`src/sv/cnlc_pkg.sv`:
```
`default_nettype none

package cnlc_pkg;

  // Input width and the decimal form used by the converter
  localparam int NumW         = 54;
  localparam int DigitsN      = 17;
  localparam int BcdW         = 4 * DigitsN;
  localparam int BitsPerStage = 6;
  localparam int DabbleStages = NumW / BitsPerStage;
  localparam int LuhnDigits   = 16;
  localparam int SumW         = 8;

  // Class codes on the result port
  typedef enum logic [1:0] {
    CLS_INVALID = 2'd0,
    CLS_VI      = 2'd1,
    CLS_MC      = 2'd2,
    CLS_AE      = 2'd3
  } card_class_e;

  // Prefix/length ranges
  localparam logic [NumW-1:0] Vi16Lo = 54'd4000000000000000;
  localparam logic [NumW-1:0] Vi16Hi = 54'd4999999999999999;
  localparam logic [NumW-1:0] McLo   = 54'd5100000000000000;
  localparam logic [NumW-1:0] McHi   = 54'd5599999999999999;
  localparam logic [NumW-1:0] Vi13Lo = 54'd4000000000000;
  localparam logic [NumW-1:0] Vi13Hi = 54'd4999999999999;
  localparam logic [NumW-1:0] Ae34Lo = 54'd340000000000000;
  localparam logic [NumW-1:0] Ae34Hi = 54'd349999999999999;
  localparam logic [NumW-1:0] Ae37Lo = 54'd370000000000000;
  localparam logic [NumW-1:0] Ae37Hi = 54'd379999999999999;

  // Beat moving through the converter stages
  typedef struct packed {
    logic [NumW-1:0] bin;
    logic [BcdW-1:0] bcd;
    card_class_e     kind;
  } dabble_t;

  // Beat after the digit sum
  typedef struct packed {
    logic [SumW-1:0] sum;
    card_class_e     kind;
  } luhn_t;

  function automatic logic in_range(logic [NumW-1:0] v, logic [NumW-1:0] lo,
                                    logic [NumW-1:0] hi);
    return (v >= lo) && (v <= hi);
  endfunction

  // Candidate class from length and prefix, before the Luhn check
  function automatic card_class_e classify(logic [NumW-1:0] v);
    card_class_e k;
    priority if (in_range(v, Vi16Lo, Vi16Hi)) k = CLS_VI;
    else if (in_range(v, McLo, McHi))         k = CLS_MC;
    else if (in_range(v, Vi13Lo, Vi13Hi))     k = CLS_VI;
    else if (in_range(v, Ae34Lo, Ae34Hi) || in_range(v, Ae37Lo, Ae37Hi)) k = CLS_AE;
    else                                      k = CLS_INVALID;
    return k;
  endfunction

  // Add-3 correction of one BCD digit
  function automatic logic [3:0] add3(logic [3:0] d);
    return (d >= 4'd5) ? 4'(d + 4'd3) : d;
  endfunction

  // Luhn weight of one digit; odd positions are doubled and folded
  function automatic logic [3:0] luhn_digit(logic [3:0] d, logic odd);
    logic [4:0] dd;
    dd = {d, 1'b0};
    if (!odd) return d;
    return (dd > 5'd9) ? 4'(dd - 5'd9) : dd[3:0];
  endfunction

  // Sum is at most 144: compare against the multiples of ten
  function automatic logic sum_ok(logic [SumW-1:0] s);
    logic hit;
    hit = 1'b0;
    for (int k = 0; k < 15; k++) begin
      if (s == SumW'(k * 10)) hit = 1'b1;
    end
    return hit;
  endfunction

endpackage

`default_nettype wire

```
`src/sv/cnlc_dabble_stage.sv`:
```
`default_nettype none

module cnlc_dabble_stage import cnlc_pkg::*; (
  input  wire logic    clk_i,
  input  wire logic    rst_ni,
  input  wire logic    valid_i,
  output logic         ready_o,
  input  wire dabble_t data_i,
  output logic         valid_o,
  input  wire logic    ready_i,
  output dabble_t      data_o
);

  logic    valid_q;
  dabble_t data_q, data_d;
  logic [NumW-1:0] bin;
  logic [BcdW-1:0] bcd;

  // Shift-add-3 over one slice of input bits
  always_comb begin
    bin = data_i.bin;
    bcd = data_i.bcd;
    for (int s = 0; s < BitsPerStage; s++) begin
      for (int d = 0; d < DigitsN; d++) begin
        bcd[4*d +: 4] = add3(bcd[4*d +: 4]);
      end
      bcd = {bcd[BcdW-2:0], bin[NumW-1]};
      bin = {bin[NumW-2:0], 1'b0};
    end
    data_d.bin  = bin;
    data_d.bcd  = bcd;
    data_d.kind = data_i.kind;
  end

  assign ready_o = !valid_q || ready_i;

  // Stage register
  always_ff @(posedge clk_i or negedge rst_ni) begin
    if (!rst_ni) begin
      valid_q <= 1'b0;
    end else if (ready_o) begin
      valid_q <= valid_i;
    end
  end

  always_ff @(posedge clk_i) begin
    if (ready_o && valid_i) begin
      data_q <= data_d;
    end
  end

  assign valid_o = valid_q;
  assign data_o  = data_q;

endmodule

`default_nettype wire

```
`src/sv/cnlc_luhn_stage.sv`:
```
`default_nettype none

module cnlc_luhn_stage import cnlc_pkg::*; (
  input  wire logic    clk_i,
  input  wire logic    rst_ni,
  input  wire logic    valid_i,
  output logic         ready_o,
  input  wire dabble_t data_i,
  output logic         valid_o,
  input  wire logic    ready_i,
  output luhn_t        data_o
);

  logic       valid_q;
  luhn_t      data_q, data_d;
  logic [3:0] w  [LuhnDigits];
  logic [4:0] l1 [LuhnDigits/2];
  logic [5:0] l2 [LuhnDigits/4];
  logic [6:0] l3 [LuhnDigits/8];

  // Weighted digits and a balanced adder tree
  always_comb begin
    for (int p = 0; p < LuhnDigits; p++) begin
      w[p] = luhn_digit(data_i.bcd[4*p +: 4], p[0]);
    end
    for (int i = 0; i < LuhnDigits/2; i++) begin
      l1[i] = {1'b0, w[2*i]} + {1'b0, w[2*i+1]};
    end
    for (int i = 0; i < LuhnDigits/4; i++) begin
      l2[i] = {1'b0, l1[2*i]} + {1'b0, l1[2*i+1]};
    end
    for (int i = 0; i < LuhnDigits/8; i++) begin
      l3[i] = {1'b0, l2[2*i]} + {1'b0, l2[2*i+1]};
    end
    data_d.sum  = {1'b0, l3[0]} + {1'b0, l3[1]};
    data_d.kind = data_i.kind;
  end

  assign ready_o = !valid_q || ready_i;

  always_ff @(posedge clk_i or negedge rst_ni) begin
    if (!rst_ni) begin
      valid_q <= 1'b0;
    end else if (ready_o) begin
      valid_q <= valid_i;
    end
  end

  always_ff @(posedge clk_i) begin
    if (ready_o && valid_i) begin
      data_q <= data_d;
    end
  end

  assign valid_o = valid_q;
  assign data_o  = data_q;

endmodule

`default_nettype wire

```
`src/sv/card_number_luhn_classifier_core.sv`:
```
`default_nettype none
// Throughput: one beat per cycle while out_ready_i is high; the binary-to-decimal
//   converter is a chain of 9 stages of 6 shift-add-3 steps each, followed by a
//   digit-sum stage and an output register.
// Reset: rst_ni clears the valid bit of every stage; data registers are not reset.
module card_number_luhn_classifier_core import cnlc_pkg::*; (
  input  wire logic            clk_i,
  input  wire logic            rst_ni,
  input  wire logic            in_valid_i,
  output logic                 in_ready_o,
  input  wire logic [NumW-1:0] card_number_i,
  output logic                 out_valid_o,
  input  wire logic            out_ready_i,
  output logic [1:0]           card_class_o
);

  logic    vld   [DabbleStages+1];
  logic    rdy   [DabbleStages+1];
  dabble_t dab   [DabbleStages+1];
  logic    l_vld, l_rdy;
  luhn_t   l_dat;
  logic    s0_valid_q, out_valid_q;
  dabble_t s0_q;
  card_class_e class_q, class_d;

  // Entry stage: range classification, clear BCD field
  assign in_ready_o = !s0_valid_q || rdy[0];

  always_ff @(posedge clk_i or negedge rst_ni) begin
    if (!rst_ni) begin
      s0_valid_q <= 1'b0;
    end else if (in_ready_o) begin
      s0_valid_q <= in_valid_i;
    end
  end

  always_ff @(posedge clk_i) begin
    if (in_ready_o && in_valid_i) begin
      s0_q.bin  <= card_number_i;
      s0_q.bcd  <= '0;
      s0_q.kind <= classify(card_number_i);
    end
  end

  assign vld[0] = s0_valid_q;
  assign dab[0] = s0_q;

  // Binary-to-decimal pipeline
  for (genvar g = 0; g < DabbleStages; g++) begin : g_dab
    cnlc_dabble_stage u_stage (
      .clk_i   (clk_i),
      .rst_ni  (rst_ni),
      .valid_i (vld[g]),
      .ready_o (rdy[g]),
      .data_i  (dab[g]),
      .valid_o (vld[g+1]),
      .ready_i (rdy[g+1]),
      .data_o  (dab[g+1])
    );
  end

  // Luhn digit sum
  cnlc_luhn_stage u_luhn (
    .clk_i   (clk_i),
    .rst_ni  (rst_ni),
    .valid_i (vld[DabbleStages]),
    .ready_o (rdy[DabbleStages]),
    .data_i  (dab[DabbleStages]),
    .valid_o (l_vld),
    .ready_i (l_rdy),
    .data_o  (l_dat)
  );

  // Output register: mod-10 check gates the class
  assign class_d = sum_ok(l_dat.sum) ? l_dat.kind : CLS_INVALID;
  assign l_rdy   = !out_valid_q || out_ready_i;

  always_ff @(posedge clk_i or negedge rst_ni) begin
    if (!rst_ni) begin
      out_valid_q <= 1'b0;
    end else if (l_rdy) begin
      out_valid_q <= l_vld;
    end
  end

  always_ff @(posedge clk_i) begin
    if (l_rdy && l_vld) begin
      class_q <= class_d;
    end
  end

  assign out_valid_o  = out_valid_q;
  assign card_class_o = class_q;

endmodule

`default_nettype wire
```
`config.mk`:
```
export PLATFORM = sky130hd
export DESIGN_NAME = card_number_luhn_classifier_core
export DESIGN_NICKNAME = d
export VERILOG_FILES = /design/src/sv/cnlc_pkg.sv /design/src/sv/cnlc_dabble_stage.sv /design/src/sv/cnlc_luhn_stage.sv /design/src/sv/card_number_luhn_classifier_core.sv
export SDC_FILE = /design/constraint.sdc
export NUM_CORES = 2
export LEC_CHECK = 0
export ABC_AREA = 1
export BUFFER_PORTS_ARGS = -buffer_cell sky130_fd_sc_hd__clkbuf_2
export CAP_MARGIN = 20
export CORE_AREA = 2 2 436 438
export CTS_BUF_LIST = sky130_fd_sc_hd__clkbuf_8
export DETAILED_ROUTE_END_ITERATION = 16
export DIE_AREA = 0 0 438 440
export GPL_TIMING_DRIVEN = 0
export PLACE_DENSITY = 0.51
export SYNTH_ARGS = -nofsm -noshare
export SYNTH_HDL_FRONTEND = slang
export SYNTH_SLANG_ARGS = --single-unit
```
`constraint.sdc`:
```
create_clock -name clk_i -period 7.88 [get_ports clk_i]
set_input_delay 1.182 -clock clk_i [delete_from_list [all_inputs] [get_ports clk_i]]
set_output_delay 1.182 -clock clk_i [all_outputs]
set_load 0.1 [all_outputs]
```
==> results by group <==
Run status
  • Run status: finished, final reports clean

Clock tree
  • CTS resizes: 0
  • CTS max path bufs: 3
  • Post-CTS setup-driven buffer insertion count: 0
  • Total clock buffers created by CTS: approximately 130
  • Clock-pin slew on the worst setup and hold paths: approximately 0.070 ns
  • Number of sinks handled by clock tree synthesis: 658
  • Latest clock arrival within the worst-skew pair: around 0.9 ns
  • Clock Root Buffer: sky130_fd_sc_hd__clkbuf_8
  • Number of H-tree levels: 4
  • TritonCTS clock tree: done
  • CTS hold repair buffers: 0

Synthesis
  • Library cell occupying the most area in the post-synthesis netlist: sky130_fd_sc_hd__edfxtp_1
  • Syn Std Cell Area: 69310 um^2
  • Adder-cell share of the synthesized area: 0.09246
  • Async set or reset register ratio after synthesis: 0.01824
  • Flop and latch count out of synthesis: 658
  • Post-synth top cells: 3453 x sky130_fd_sc_hd__nand2_1, 1850 x sky130_fd_sc_hd__inv_1, 1074 x sky130_fd_sc_hd__nand3_1
  • Gate count of the mapped netlist: 10110
  • Post-synthesis compound-gate area fraction: 0.06936
  • EDFF count, synth: 646
  • Synthesized-area fraction occupied by xor and xnor cells: 0.03630
  • Avg Inst Size Synth: 6.857 um^2
  • Net count after synthesis: around 11000
  • Proportion of synthesized chip area in sequential cells: 0.2842
  • Biggest area contributors in the synthesized netlist: sky130_fd_sc_hd__edfxtp_1 28%, sky130_fd_sc_hd__nand2_1 19%, sky130_fd_sc_hd__inv_1 10%, sky130_fd_sc_hd__nand3_1 7.8%, sky130_fd_sc_hd__ha_1 7.7%
  • Fraction of the mapped netlist area in simple logic gates: 0.4150
  • Distinct cell type count of the synthesized netlist: 62
  • Main synth FF type: sky130_fd_sc_hd__edfxtp_1
  • Synthesis Warnings: 0
  • Fraction of post-synthesis cell area in the top cell type by area: 0.2799
  • Share of cell area taken by muxes after synthesis: 0.0001444
  • Largest family of logic cells by synthesized area: simple AND/OR/NAND/NOR gates
  • Cell with the most instances after synthesis: sky130_fd_sc_hd__nand2_1

Critical path
  • Data arrival time of the critical path: 6.85 ns
  • List of cells traversed by the critical path: inv_1, ha_1, or2_2, nand2_1, nor2_1, a21oi_1, fa_1, fa_1, inv_1, fa_1, fa_1, fa_1, fa_1, inv_1, ha_1, nand2_1, nor2_1, a211oi_1, nor2_1, o21ai_0, nand2_1, xor2_1
  • Worst Reg-to-Reg Cells: 22
  • Most frequent CP cell: sky130_fd_sc_hd__fa_1
  • Setup Crit Path Kind: flop to flop
  • Delay contributed by the slowest stage of the critical path: 0.61 ns
  • Worst-path cell with the longest stage delay: sky130_fd_sc_hd__fa_1
  • Critical Path RT: 8.51 ns
  • Worst-path fanout max: 4
  • Crit end category: flop
  • Critical Path Start Type: flop

Detailed routing
  • Iteration count of the initial detailed-routing pass: 7
  • Detailed Route WL: 148.0 mm
  • Average detailed-routed wire length per instance: 11.44 um
  • Via count normalized by instance count: 4.742
  • Number of DRC violations after detailed-routing iteration 0: roughly 2500
  • Post-route ant nets: 0
  • Vias: 61340
  • Post-route DRC: 0

Global routing
  • Global-route wire length before repair: 254.7 mm
  • Number of global-route vias before repair: around 60000
  • Combined global-route utilization of all metal layers: 0.1540
  • GR Overflow Total: 0
  • Number of antenna violations at the first check in global routing: 2
  • Maximum number of pins on one net before global-route repair: between 60 and 70

Final layout
  • Final Core Density: 0.4019
  • Layout Cells excl Fill: 12940
  • Net total in the final layout: around 11000
  • Layout overhead on the synthesized area: 9.364%
  • Layout cell share with drive strength beyond 1: 0.1187

Floorplan
  • Core ar.: between 150000 and 200000 um^2
  • Die Outline Area: 192700 um^2
  • Die boundary height: 440 um
  • Number of top-level design ports: just over 60
  • Starting utilization of the core area: 0.3675
  • Number of core rows: between 150 and 200
  • Horizontal die dimension: 438 um

STA
  • Slew at the pin closest to its max-slew limit: 0.8677 ns
  • Min Tclk post-route: 6.222 ns
  • Setup tns final: 0 ns
  • Maximum clock frequency: 160.7 MHz
  • Final count of negative-setup-slack endpoints: 0
  • Final Skew: 0.08114 ns
  • Post-route clock period utilization: 0.7896
  • Hold violation count in the final report: 0
  • Number of pins with negative max-slew slack in the final report: 0
  • Unrepaired setup endpoints after global routing: false
  • Slew HR: 0.4215

Flow run
  • Max-cap violations: 0

Place
  • Half-perimeter wire length after placement: between 100 and 150 mm
  • Input/output buffers: 61
  • Total placed cells including tap cells: 12690
  • Final Wtd Congestion: 0.8365

Worst hold path
  • Hold Path Class: input port to asynchronous set/reset pin
## area by class of cell
type | instances | area [um^2]
fill | 19410 | 112800
antenna | 5 | 12.51
timing repair buffer | 75 | 623.1
clock buffer | 134 | 1844
multi-input combinational | 7558 | 42550
sequential | 658 | 19700
tap | 2511 | 3142
inverter | 1892 | 7107
clock inverter | 104 | 825.8
## registers in the layout (all words and copies together), names as in the netlist
signal,cells
g_dab.u_stage.valid_o,9
u_luhn.valid_o,1
out_valid_o,1
card_class_o,2
dab,56
g_dab.u_stage.data_o,578
s0_valid_q,1
u_luhn.data_o,10
## worst paths after layout
| kind | start | to | slack [ns] |
|---|---|---|---|
| worst max-delay path | g_dab[8].u_stage.data_o[54] | u_luhn.data_o[9] | 1.66 |
| worst min-delay path | rst_ni | out_valid_o | 0.25 |
| worst max register to register | g_dab[8].u_stage.data_o[54] | u_luhn.data_o[9] | 1.66 |
| worst min register to register | g_dab[6].u_stage.data_o[113] | g_dab[7].u_stage.data_o[119] | 0.39 |
| max in group asynchronous | rst_ni | g_dab[6].u_stage.valid_o | 7.25 |
| min in group clk_i | g_dab[6].u_stage.data_o[113] | g_dab[7].u_stage.data_o[119] | 0.39 |
## worst max-delay path: cells and delay by family (launching register included)
kind,cells,cell delay [ns]
AND/OR/NAND/NOR,7,0.83
buffers and inverters,3,0.17
AO/OA/AOI/OAI,3,0.82
XOR/XNOR,1,0.15
adder cells (fa/ha/maj),8,3.59
flip-flops,1,0.40
## logic make-up (layout without fill, tap and decap cells)
group	Yosys count	after routing
AO/OA/AOI/OAI	753	753
XOR/XNOR	241	241
adder cells (fa/ha/maj)	481	481
buffers and inverters	1892	2205
flip-flops	658	658
multiplexers	1	1
other	0	5
AND/OR/NAND/NOR	6082	6082
## per-stage QoR
stage,instance area (um^2),setup slack (ns),hold WS [ns]
2_1_floorplan,69310,2.317,0.4003
5_1_grt,75790,1.277,0.1916
3_5_place_dp,73120,1.594,0.4045
3_3_place_gp,72760,0.6153,0.4003
6_report,75800,1.658,0.2536
4_1_cts,75790,1.561,0.1448
## per-layer routing
layer	part of all wire	up-vias	track usage
met2	0.52	510	0.3032
met3	0.024	234	0.02050
met4	0.031	0	0.05539
met1	0.42	27270	0.1653
li1	-	33320	-
met5	0	-	0
## layout by cell type, fill, tap and decap left out, drive strengths merged, types with 5 or more instances in the layout
| cell | count |
|---|---|
| bufinv | 8 |
| diode | 5 |
| and2 | 146 |
| nand3 | 1321 |
| xnor2 | 48 |
| xor2 | 193 |
| edfxtp | 646 |
| nor4 | 14 |
| ha | 429 |
| nand3b | 48 |
| nor3 | 32 |
| a21o | 109 |
| or2 | 12 |
| nand4 | 402 |
| nor2 | 192 |
| o211ai | 16 |
| o22ai | 12 |
| clkinv | 50 |
| a31oi | 8 |
| clkbuf | 195 |
| o21ai | 439 |
| inv | 1935 |
| fa | 52 |
| a21oi | 94 |
| dfrtp | 12 |
| o21bai | 19 |
| buf | 14 |
| a31o | 30 |
| nand2 | 3913 |
Power is not shown: default switching activity piles up to over one toggle a cycle in this logic, so the estimate is an artifact.
